--- config.mk ---
export PLATFORM = sky130hd
export DESIGN_NAME = tfwm_slot
export DESIGN_NICKNAME = d
export VERILOG_FILES = /design/src/tfwm_pkg.sv /design/src/tfwm_slot.sv
export SDC_FILE = /design/constraint.sdc
export NUM_CORES = 1
export LEC_CHECK = 0
export ABC_AREA = 1
export BUFFER_PORTS_ARGS = -buffer_cell sky130_fd_sc_hd__buf_2
export CORE_MARGIN = 1
export CORE_UTILIZATION = 45
export CTS_BUF_LIST = sky130_fd_sc_hd__clkbuf_8
export DETAILED_ROUTE_END_ITERATION = 12
export PLACE_DENSITY = 0.62
export SETUP_SLACK_MARGIN = 0.4
export SLEW_MARGIN = 15
export SYNTH_ARGS = -nofsm -noshare
export SYNTH_HDL_FRONTEND = slang
export SYNTH_SLANG_ARGS = --single-unit
--- constraint.sdc ---
create_clock -name clk -period 4.8 [get_ports clk]
set_clock_uncertainty 0.15 [all_clocks]
set_input_delay 0.48 -clock clk [delete_from_list [all_inputs] [get_ports clk]]
set_output_delay 0.48 -clock clk [all_outputs]
set_load 0.02 [all_outputs]
--- src/tfwm_pkg.sv ---
// ----------------------------------------------------------------------------
// Topic filter wildcard match: shared package
// Command codes, wildcard characters, matcher phases and the per-beat
// step bundle that the top level hands to every slot matcher.
// ----------------------------------------------------------------------------
package tfwm_pkg;

	localparam int FILTER_SLOTS_DEF = 8;
	localparam int FILTER_LEN_DEF   = 64;

	localparam int CMD_W  = 2;
	localparam int SLOT_W = 3;
	localparam int CHAR_W = 8;

	localparam logic [CMD_W-1:0] CMD_APPEND = 2'd0;
	localparam logic [CMD_W-1:0] CMD_CLEAR  = 2'd1;
	localparam logic [CMD_W-1:0] CMD_TOPIC  = 2'd2;

	localparam logic [CHAR_W-1:0] CHAR_HASH  = 8'h23;
	localparam logic [CHAR_W-1:0] CHAR_PLUS  = 8'h2B;
	localparam logic [CHAR_W-1:0] CHAR_SLASH = 8'h2F;

	// Matcher phase of one slot while a topic streams in.
	typedef enum logic [3:0] {
		PH_COMPARE = 4'b0001,
		PH_PLUS    = 4'b0010,
		PH_FAILED  = 4'b0100,
		PH_MATCHED = 4'b1000
	} phase_t;

	// One executed beat, broadcast to all slot matchers.
	typedef struct packed {
		logic              append;
		logic              clear;
		logic              topic;
		logic [SLOT_W-1:0] slot;
		logic [CHAR_W-1:0] char_byte;
		logic              last;
		logic              seg_start;
	} step_t;

endpackage

--- src/tfwm_slot.sv ---
// ----------------------------------------------------------------------------
// Topic filter wildcard match: slot matcher
// Holds one filter in a local byte memory and follows the streamed topic
// one character per beat. The bytes at the cursor and the one after it are
// fetched into registers from the next cursor value.
// ----------------------------------------------------------------------------
module tfwm_slot #(
	parameter int SLOT_ID    = 0,
	parameter int FILTER_LEN = tfwm_pkg::FILTER_LEN_DEF
) (
	input  logic           clk,
	input  logic           arst_n,
	input  tfwm_pkg::step_t step,
	output logic           hit
);
	import tfwm_pkg::*;

	localparam int AW    = $clog2(FILTER_LEN);
	localparam int LEN_W = $clog2(FILTER_LEN + 1);
	localparam int CUR_W = $clog2(FILTER_LEN + 3);
	localparam int DEPTH = 2 ** AW;
	localparam logic [31:0] ID = SLOT_ID;

	logic [CHAR_W-1:0] mem [DEPTH];

	logic [LEN_W-1:0]  len_q;
	logic              used_q;
	logic              ovf_q;
	logic [CUR_W-1:0]  cur_q;
	phase_t            ph_q;
	logic [CHAR_W-1:0] b0_q;
	logic [CHAR_W-1:0] b1_q;

	logic              sel;
	logic [CUR_W-1:0]  len_ext;
	logic [CUR_W-1:0]  cur_p1;
	logic              at_end0;
	logic              at_end1;
	logic              seg_end0;
	logic              seg_end1;
	logic              has_room;
	logic              we;
	logic [AW-1:0]     waddr;

	phase_t            ph;
	logic [CUR_W-1:0]  cur;
	logic [LEN_W-1:0]  len_nxt;
	logic              used_nxt;
	logic              ovf_nxt;
	logic [CUR_W-1:0]  cur_nxt;
	logic [CUR_W-1:0]  cur_nxt_p1;
	phase_t            ph_nxt;
	logic [AW-1:0]     raddr0;
	logic [AW-1:0]     raddr1;

	assign sel      = (32'(step.slot) == ID);
	assign len_ext  = CUR_W'(len_q);
	assign cur_p1   = cur_q + CUR_W'(1);
	assign at_end0  = (cur_q >= len_ext);
	assign at_end1  = (cur_p1 >= len_ext);
	assign seg_end0 = at_end0 || (b0_q == CHAR_SLASH);
	assign seg_end1 = at_end1 || (b1_q == CHAR_SLASH);
	assign has_room = (len_q < LEN_W'(FILTER_LEN));
	assign we       = step.append && sel && has_room;
	assign waddr    = len_q[AW-1:0];

	// One topic character against this filter.
	always_comb begin
		ph  = ph_q;
		cur = cur_q;
		if (step.seg_start && ph == PH_COMPARE) begin
			if (at_end0) begin
				ph = PH_FAILED;
			end else if (b0_q == CHAR_HASH) begin
				ph = PH_MATCHED;
			end else if (b0_q == CHAR_PLUS && seg_end1) begin
				ph = PH_PLUS;
			end
		end

		if (ph == PH_PLUS) begin
			if (step.char_byte == CHAR_SLASH) begin
				cur = cur_q + CUR_W'(2);
				ph  = PH_COMPARE;
			end
		end else if (ph == PH_COMPARE) begin
			if (step.char_byte == CHAR_SLASH) begin
				if (seg_end0) begin
					cur = cur_p1;
				end else begin
					ph = PH_FAILED;
				end
			end else if (!at_end0 && b0_q == step.char_byte) begin
				cur = cur_p1;
			end else begin
				ph = PH_FAILED;
			end
		end

		// The end of the topic closes its last segment. A compare phase that
		// survives a non-slash character has always moved one byte on.
		if (step.last && step.char_byte != CHAR_SLASH) begin
			if (ph == PH_PLUS) begin
				cur = cur_q + CUR_W'(2);
				ph  = PH_COMPARE;
			end else if (ph == PH_COMPARE) begin
				if (seg_end1) begin
					cur = cur_p1 + CUR_W'(1);
				end else begin
					ph = PH_FAILED;
				end
			end
		end
	end

	assign hit = step.topic && step.last && used_q && !ovf_q &&
		(ph == PH_MATCHED || (ph == PH_COMPARE && cur >= len_ext));

	always_comb begin
		len_nxt  = len_q;
		used_nxt = used_q;
		ovf_nxt  = ovf_q;
		cur_nxt  = cur_q;
		ph_nxt   = ph_q;
		if (step.clear && sel) begin
			len_nxt  = '0;
			used_nxt = 1'b0;
			ovf_nxt  = 1'b0;
			cur_nxt  = '0;
			ph_nxt   = PH_COMPARE;
		end else if (step.append && sel) begin
			used_nxt = 1'b1;
			if (has_room) begin
				len_nxt = len_q + LEN_W'(1);
			end else begin
				ovf_nxt = 1'b1;
			end
		end else if (step.topic) begin
			if (step.last) begin
				cur_nxt = '0;
				ph_nxt  = PH_COMPARE;
			end else begin
				cur_nxt = cur;
				ph_nxt  = ph;
			end
		end
	end

	assign cur_nxt_p1 = cur_nxt + CUR_W'(1);
	assign raddr0     = cur_nxt[AW-1:0];
	assign raddr1     = cur_nxt_p1[AW-1:0];

	always_ff @(posedge clk or negedge arst_n) begin
		if (!arst_n) begin
			len_q  <= '0;
			used_q <= 1'b0;
			ovf_q  <= 1'b0;
			cur_q  <= '0;
			ph_q   <= PH_COMPARE;
		end else begin
			len_q  <= len_nxt;
			used_q <= used_nxt;
			ovf_q  <= ovf_nxt;
			cur_q  <= cur_nxt;
			ph_q   <= ph_nxt;
		end
	end

	// Filter memory with registered reads; a byte written in the same cycle
	// is forwarded into the fetch registers.
	always_ff @(posedge clk) begin
		if (we) begin
			mem[waddr] <= step.char_byte;
		end
		b0_q <= (we && waddr == raddr0) ? step.char_byte : mem[raddr0];
		b1_q <= (we && waddr == raddr1) ? step.char_byte : mem[raddr1];
	end

endmodule

# Word level (Yosys, flattened, before mapping)
# Memories as Yosys holds them, arrays and structs flattened. A register that Yosys moved wholly into a read port is not among the register bits.
# Cells that the tools add are included.
[totals]
regBits = 20
output_inout_bits = 1
memories = 1
ramBits = 512
[op_classes]
magnitude_cmp = 4
addsub = 5
n_mux = 42
reduce_logical = 24
n_eq_ne = 16
[memory_table]
columns = ["memory", "words", "width", "rd", "rd_clocked_by_memory_dff", "wr", "line", "text"]
rows = [
  ["mem", 64, 8, 2, 2, 1, "tfwm_slot.sv:24", "logic [CHAR_W-1:0] mem [DEPTH];"],
]
[ops]
columns = ["operator", "count"]
rows = [
  ["$mux 7", 17],
  ["$mux 4", 18],
  ["$eq 8x6->1 const B", 5],
  ["$add 7x1->7 const B", 3],
  ["$ge 7x7->1", 3],
  ["$eq 4x1->1 const B", 4],
  ["$logic_and 1x1->1", 12],
  ["$eq 4x2->1 const B", 2],
  ["$eq 8x8->1", 1],
  ["$ne 8x6->1 const B", 1],
  ["$add 7x2->7 const B", 1],
  ["$lt 7x7->1 const B", 1],
  ["$mux 1", 7],
  ["$add 6x1->6 const B", 1],
  ["$reduce_and 2->1", 3],
  ["$reduce_bool 2->1", 3],
  ["$eq 4x4->1 const B", 1],
  ["$logic_not 3->1", 1],
  ["$logic_or 1x1->1", 3],
  ["$logic_not 1->1", 2],
  ["$ne 2x1->1 const B", 1],
  ["$ne 2x2->1 const B", 1],
]

# Longest topological paths before layout
# Gate-level depths: netlist of the first run.
[logic_depth]
ltp_word = 21
ltp_mapped = 38

# Worst setup path after synthesis of the first run
# Ideal clock, no wire load.
[synth_path]
kind = "register to output"
startpoint = "register cur_q[1]"
endpoint = "output hit"
path_stages_with_launch = 31
arrival_ps = 4801
t_required_ps = 4170
n_path_buf = 0
path_slack_ps = -631
path_cell_list = "dfrtp_1 -> ha_1 -> nand2_1 -> nor2_1 -> xor2_1 -> o21a_1 -> inv_1 -> ha_1 -> nand2_1 -> o21ai_0 -> a211oi_1 -> nand3_2 -> nand2_2 -> nand2_1 -> nor2_1 -> nand3_1 -> nor2_2 -> nand2_1 -> nand3_1 -> o21ai_1 -> nand3_1 -> nand2_1 -> ha_1 -> a21boi_0 -> o21a_1 -> o21ai_0 -> nand2_1 -> a21oi_1 -> o21ai_0 -> a21oi_1 -> nor4b_1"
[synth_between]
elab_chain_len = 20
word_cells_on_any_way = 44
cone_classes = "3 x add/sub; 3 x order compare; 6 x eq/ne; 24 x mux; 8 x reduce/logical"
[synth_lines]
columns = ["element", "line", "text"]
rows = [
  ["start, declared", "tfwm_slot.sv:29", "logic [CUR_W-1:0] cur_q;"],
  ["start signal, assigned", "tfwm_slot.sv:164", "cur_q <= cur_nxt;"],
  ["$add 7x1->7", "tfwm_slot.sv:58", "assign cur_p1 = cur_q + CUR_W'(1);"],
  ["$ge 7x7->1", "tfwm_slot.sv:60", "assign at_end1 = (cur_p1 >= len_ext);"],
  ["$logic_or 1x1->1", "tfwm_slot.sv:62", "assign seg_end1 = at_end1 || (b1_q == CHAR_SLASH);"],
  ["$logic_and 1x1->1", "tfwm_slot.sv:76", "end else if (b0_q == CHAR_PLUS && seg_end1) begin"],
  ["$mux 4", "tfwm_slot.sv:76", ""],
  ["$mux 4", "tfwm_slot.sv:74", "end else if (b0_q == CHAR_HASH) begin"],
  ["$mux 4", "tfwm_slot.sv:72", "if (at_end0) begin"],
  ["$mux 4", "tfwm_slot.sv:71", "if (step.seg_start && ph == PH_COMPARE) begin"],
  ["[4 not listed]", "n/a", ""],
  ["$eq 4x1->1 or $mux 4 (tied branches)", "tfwm_slot.sv:106, tfwm_slot.sv:107", ""],
  ["$mux 7 or $mux 4 (tied branches)", "tfwm_slot.sv:106", "end else if (ph == PH_COMPARE) begin"],
  ["$mux 7 or $mux 4 (tied branches)", "tfwm_slot.sv:103", "if (ph == PH_PLUS) begin"],
  ["$mux 7 or $mux 4 (tied branches)", "tfwm_slot.sv:102", "if (step.last && step.char_byte != CHAR_SLASH) begin"],
  ["$ge 7x7->1 or $eq 4x1->1 (tied branches)", "tfwm_slot.sv:117", "(ph == PH_MATCHED || (ph == PH_COMPARE && cur >= len_ext));"],
  ["$logic_and 1x1->1", "tfwm_slot.sv:117", ""],
  ["$logic_or 1x1->1 *", "tfwm_slot.sv:117", ""],
  ["$logic_and 1x1->1 *", "tfwm_slot.sv:116", "assign hit = step.topic && step.last && used_q && !ovf_q &&"],
  ["end, declared", "tfwm_slot.sv:14", "output logic hit"],
]
# Every way passes the cells marked *; elsewhere a longest branch is shown, timed or not.

# Worst setup path in the final report of the first run
# Same ends and word-level chain as after synthesis.

==> impl_metrics.tcl, run 1 <==
set metrics [dict create \
    ys_ff_latch 544 \
    fill_cells 5366 \
    grt_overflow 0 \
    die_x_um 252 \
    cts_made_buffers 94 \
    cpMostUsedCell "buf_4" \
    end_kind "primary output" \
    antenna_found_initial 1 \
    yosysSeqAreaShare_pct 57.2 \
    max_freq_mhz 169 \
    num_rows 91 \
    slew_viol_final 0 \
    port_buffers 18 \
    antenna_left 0 \
    synth_flop_cell "edfxtp_1" \
    slew_headroom_pct 32.4 \
    grt.total_usage_pct 29.8 \
    worst_slack_ps -1100 \
    cap_viol_max_count 0 \
    drive_above_1_share_pct 17.3 \
    fp.dieArea_um2 63700 \
    synth_area_leaders "edfxtp_1 55%, nand2_1 13%, nand3_1 11%, nor2_1 3.7%, o21ai_0 2.4%" \
    synthArstFlopShare_pct 3.68 \
    dp_hpwl_um 62600 \
    cp_slowest_stage_delay_ps 430 \
    worst_ep_arrival_time_ps 5270 \
    synth_top_area_share_pct 54.5 \
    crit_slowest_cell "dfrtp_2" \
    num_vias 25339 \
    synthCells 3186 \
    setup_violations 1 \
    yosysWarnings 0 \
    layout_min_cycle_time_ps 5900 \
    final_cells 4360 \
    grt_pass1_wl_um 143000 \
    core-area_um2 61800 \
    cts_max_level 3 \
    required_ps 4170 \
    wirelength_um 96800 \
    crit_buf_inv 14 \
    finalHoldViolCount 0 \
    outcome "complete, but fails checks" \
    rsz0062_at_grt "yes" \
    syn_nets 3230 \
    dp.cells 4153 \
    firstDrtPassIters 6 \
    setup.worst_path.class "register to primary output" \
    syn_avg_cell_area_um2 8.85 \
    final_common_cell "nand2_1" \
    area_delta_synth_final_pct 21.0 \
    cts_sinks 544 \
    mostFrequentLayoutCells "977 x nand2_1, 584 x nand3_1, 512 x edfxtp_1" \
    synth_edf_count 512 \
    dp_slack_ps -421 \
    cts-root-buf "clkbuf_8" \
    drtIter0Drc 3219 \
    tightest_slew_ps 1010 \
    synth_cell_types 49 \
    ir_worst_vdd_mv 0.274 \
    grt_max_degree 65 \
    finalNetCount 3496 \
    dieHeight_um 252 \
    cp_max_fo 4 \
    clk_latency_ps 710 \
    leakage_nw 13.8 \
    synth_top_area_cell "edfxtp_1" \
    synth_area_um2 28200 \
    critPathLaunchType "register" \
    start_util_pct 45.6 \
    grt_pass1_vias 23993 \
    pin_count 19 \
    violations "negative setup slack" \
    via_per_inst 5.81 \
    holdCritPathClass "primary input to register" \
    period_share_pct 123 \
    cts_tree "yes" \
    crit_family "buffers and inverters" \
    place.gp.congestion 0.962 \
    drc 0 \
    power_per_cell_area_nw_per_um2 485 \
    wire_per_inst_um 22.2 \
    clockBufferDepth 3 \
    clk_pin_slew_ps 70 \
]
==> flip-flops by register name, summed over array words and instances, names as in the netlist, named ones only <==
signal   cells
len_ext      7
cur_q        7
ovf_q        1
mem        512
used_q       1
ph_q         4
==> layout make-up <==
class / count / area [um2] / share of cell area (%)
Antenna cell: 1 / 2.50 / 0.00733
Clock buffer: 97 / 1340 / 3.91
Clock inverter: 69 / 398 / 1.17
Inverter: 145 / 566 / 1.66
Multi-Input combinational cell: 2309 / 11000 / 32.3
Sequential cell: 544 / 16100 / 47.3
Tap cell: 837 / 1050 / 3.07
Timing Repair Buffer: 358 / 3620 / 10.6
==> logic make-up (layout without fill, tap and decap cells) <==
group / count (synthesis) / count (layout) / synth area share, %
AND/OR/NAND/NOR: 1993 / 1993 / 30.3
buffers and inverters: 333 / 669 / 5.42
flip-flops: 544 / 544 / 57.2
other: 0 / 1 / 0
AO/OA/AOI/OAI: 276 / 276 / 5.52
adder cells (fa/ha/maj): 26 / 26 / 1.15
XOR/XNOR: 14 / 14 / 0.435
==> tightest hold or removal path, delay by kind of cell <==
kind	cells	cell delay (ps)
and+or+nand+nor	2	210
AOI/OAI and AO/OA	1	60
buffers and inverters	1	110
==> per-stage QoR <==
step	power [mW]	util, %	hold WS (ps)	cell area (um2)	setup TNS (ps)
6_report	16.5	55.2	61.2	34100	-1100
4_1_cts	16.0	54.2	34.0	33500	-1090
5_1_grt	17.3	55.2	56.4	34100	-1580
3_5_place_dp	11.8	50.8	336	31400	-421
3_3_place_gp	11.7	50.8	337	31400	-387
2_1_floorplan	9.10	-	34.4	28200	-63.6
==> report_power, final <==
group / switching (mW) / leakage (nW) / total (mW) / internal, mW
logic: 4.43 / 7.80 / 7.16 / 2.73
registers: 0.0908 / 4.96 / 5.35 / 5.26
clock network: 1.95 / 1.02 / 4.03 / 2.08
total: 6.47 / 13.8 / 16.5 / 10.1
==> final timing paths <==
check / startpoint / to / slack, ps / cells after the start
hold / removal: step[1] / ph_q[2]$_DFFE_PN0P_ / 60 / 4
setup / recovery: cur_q[1]$_DFF_PN0_ / hit / -1100 / 29
hold reg to reg: used_q$_DFFE_PN0P_ / used_q$_DFFE_PN0P_ / 360 / 2
min in group asynchronous: arst_n / cur_q[5]$_DFF_PN0_ / 170 / 2
max in group asynchronous: arst_n / cur_q[2]$_DFF_PN0_ / 3920 / 2
setup reg to reg: cur_q[1]$_DFF_PN0_ / ph_q[2]$_DFFE_PN0P_ / 80 / 29
==> layer usage <==
| layer | track usage (%) | vias up | part of all wire (%) |
|---|---|---|---|
| met1 | 41.2 | 12062 | 40 |
| li1 | - | 11499 | - |
| met3 | 5.32 | 258 | 10 |
| met2 | 46.8 | 1520 | 45 |
| met5 | 0 | - | 0 |
| met4 | 11.4 | 0 | 3.9 |
==> synthesized netlist by cell type, types with 26 or more instances <==
library cell	count
a21oi_1	61
o211ai_1	47
nand3_1	625
nand2_1	1003
nor2_1	280
inv_1	136
clkbuf_1	39
buf_2	103
edfxtp_1	512
nand4_1	27
o21ai_0	136
ha_1	26
==> timing repair <==
item,4_1_cts,5_1_grt
buffers inserted,19,13
hold buffers,1,0
gates resized for setup,34,90
setup endpoints to repair,2,10
endpoints found under the hold margin,20,0
pin swaps,13,44
cloned,1,6
Note: power is estimated with default switching activity, not from simulation.
==> run 2, diff against run 1 <==
--- a/config.mk
+++ b/config.mk
@@ -12,7 +12,7 @@
 export CTS_BUF_LIST = sky130_fd_sc_hd__clkbuf_8
 export DETAILED_ROUTE_END_ITERATION = 12
 export PLACE_DENSITY = 0.62
-export SETUP_SLACK_MARGIN = 0.4
+export SETUP_SLACK_MARGIN = 0.02
 export SLEW_MARGIN = 15
 export SYNTH_ARGS = -nofsm -noshare
 export SYNTH_HDL_FRONTEND = slang
==> run 2 against run 1 <==
  * The flow still finishes with violations (negative setup slack)
  * Global-route usage unchanged
  * Worst setup slack got worse by 1.3 ps
  * Wire length decreased by 0.17%
  * Highest routed layer unchanged
==> impl_metrics.tcl, run 2 (synthesis results as in run 1) <==
set metrics [dict create \
    rsz0062_at_grt "yes" \
    grt_overflow 0 \
    violations "negative setup slack" \
    slew_viol_final 0 \
    cap_viol_max_count 0 \
    worstSetupEndpoint "hit" \
    worst_slack_ps -1100 \
    intPower_mw 10.1 \
    layout_min_cycle_time_ps 5900 \
    slew_headroom_pct 33.8 \
    r2r-end "ph_q[2]$_DFFE_PN0P_" \
    end_kind "primary output" \
    outcome "complete, but fails checks" \
    num_vias 25201 \
    wirelength_um 96700 \
    firstDrtPassIters 6 \
    combinationalPowerShare_pct 43.2 \
    cp_max_fo 10 \
    antenna_found_initial 1 \
    period_share_pct 123 \
    wire_per_inst_um 22.2 \
    setup.worst_path.class "register to primary output" \
    final_common_cell "nand2_1" \
    crit_slowest_cell "dfxtp_4" \
    finalHoldViolCount 0 \
    largest_reg_flops 512 \
    antenna_left 0 \
    met1_usage_pct 41.2 \
    grt_pass1_vias 23993 \
    fp.dieArea_um2 63700 \
    place.gp.congestion 0.962 \
    port_buffers 18 \
    cp_slowest_stage_delay_ps 410 \
    grt_use_met2_pct 46.8 \
    cts_max_level 3 \
    grt.busiest_layer "met2" \
    holdCritPathClass "primary input to register" \
    die_x_um 252 \
    critPathLaunchType "register" \
    area_delta_synth_final_pct 20.9 \
    power_per_cell_area_nw_per_um2 485 \
    power_frac_seq_pct 32.4 \
    setup_violations 1 \
    grt_max_degree 65 \
    mostFrequentLayoutCells "980 x nand2_1, 585 x nand3_1, 512 x edfxtp_1" \
    drtIter0Drc 3042 \
    max_freq_mhz 169 \
    tightest_slew_ps 989 \
    p_sw_mw 6.45 \
    r2r_cells 34 \
    required_ps 4170 \
    holdWs_ps 59.0 \
    cts_sinks 544 \
    via_per_inst 5.78 \
    drc 0 \
    grt_pass1_wl_um 143000 \
    drive_above_1_share_pct 17.0 \
    placed_area_um2 31400 \
    clockBufferDepth 3 \
    dp_hpwl_um 62600 \
    clk_pin_slew_ps 60 \
    worst_ep_arrival_time_ps 5270 \
    ir_worst_vdd_mv 0.273 \
    p_sw_share_pct 39.0 \
    leakage_nw 13.8 \
    reg2reg_slack_ps 80 \
    clk_latency_ps 730 \
    power.share.clock_pct 24.4 \
    grt_use_met3_pct 5.32 \
    finalNetCount 3495 \
    cts-root-buf "clkbuf_8" \
    cts_tree "yes" \
    num_rows 91 \
    start_util_pct 45.6 \
    dieHeight_um 252 \
    pin_count 19 \
    cts_made_buffers 94 \
    grt.total_usage_pct 29.8 \
    core-area_um2 61800 \
    fin_area_um2 34100 \
    cpMostUsedCell "buf_4" \
    regMostFlops "mem" \
]
## run 2: stage by stage
step | utilization, % | setup TNS [ps] | power (mW) | setup slack (ps) | cells
final | 55.1 | -1100 | 16.5 | -1100 | 4359
after CTS | 54.2 | -1090 | 16.0 | -1090 | 4340
after floorplan | - | -63.6 | 9.10 | -63.6 | 3186
after detailed placement | 50.8 | -421 | 11.8 | -421 | 4153
after global placement | 50.8 | -387 | 11.7 | -387 | 4153
after global routing | 55.1 | -1580 | 17.3 | -1440 | 4358
## run 2: layout make-up
cell class | instances | area [um2]
antenna | 1 | 2.50
timing repair buffer | 357 | 3610
multi-input combinational | 2309 | 11000
clock buffer | 97 | 1340
sequential | 544 | 16100
clock inverter | 69 | 398
fill | 5366 | 27800
inverter | 145 | 566
tap | 837 | 1050
## run 2: worst max-delay path, delay by kind of cell (launching register included)
kind,cells,cell delay (ps)
simple gates,15,1570
compound gates,1,190
flops,1,410
buf+inv,18,2350
## run 2: layer usage
layer | wire [um] | share of wire (%) | vias up
met4 | 3970 | 4.1 | 0
met2 | 43700 | 45 | 1507
li1 | - | - | 11484
met1 | 39100 | 40 | 11938
met3 | 9910 | 10 | 272
met5 | 0 | 0 | -
## run 2: how the worst min path moves through the flow
stage,startpoint,endpoint,slack (ps),depth (start not counted)
6_report,step[1],ph_q[2]$_DFFE_PN0P_,60,4
5_1_grt,step[9],mem[26][7]$_DFFE_PP_,60,2
4_1_cts,step[1],ph_q[2]$_DFFE_PN0P_,30,4
3_5_place_dp,arst_n,ph_q[3]$_DFFE_PN0P_,340,1
3_3_place_gp,arst_n,ph_q[3]$_DFFE_PN0P_,340,1
2_1_floorplan,arst_n,cur_q[0]$_DFF_PN0_,30,0
## run 2: power by group through the flow
stage | clock, mW | sequential [mW] | combinational (mW)
after global placement | 0 | 5.44 | 6.26
after floorplan | 0 | 5.39 | 3.71
final | 4.03 | 5.35 | 7.14
after detailed placement | 0 | 5.44 | 6.33
after CTS | 4.06 | 5.34 | 6.61
after global routing | 4.26 | 5.35 | 7.65
## run 2: timing repair
item,in CTS,in global routing
buffers inserted,19,12
resized for setup,34,77
hold endpoints to repair,20,0
pin swaps,13,43
gates cloned,1,6
hold buffers,1,0
setup endpoints to repair,1,3
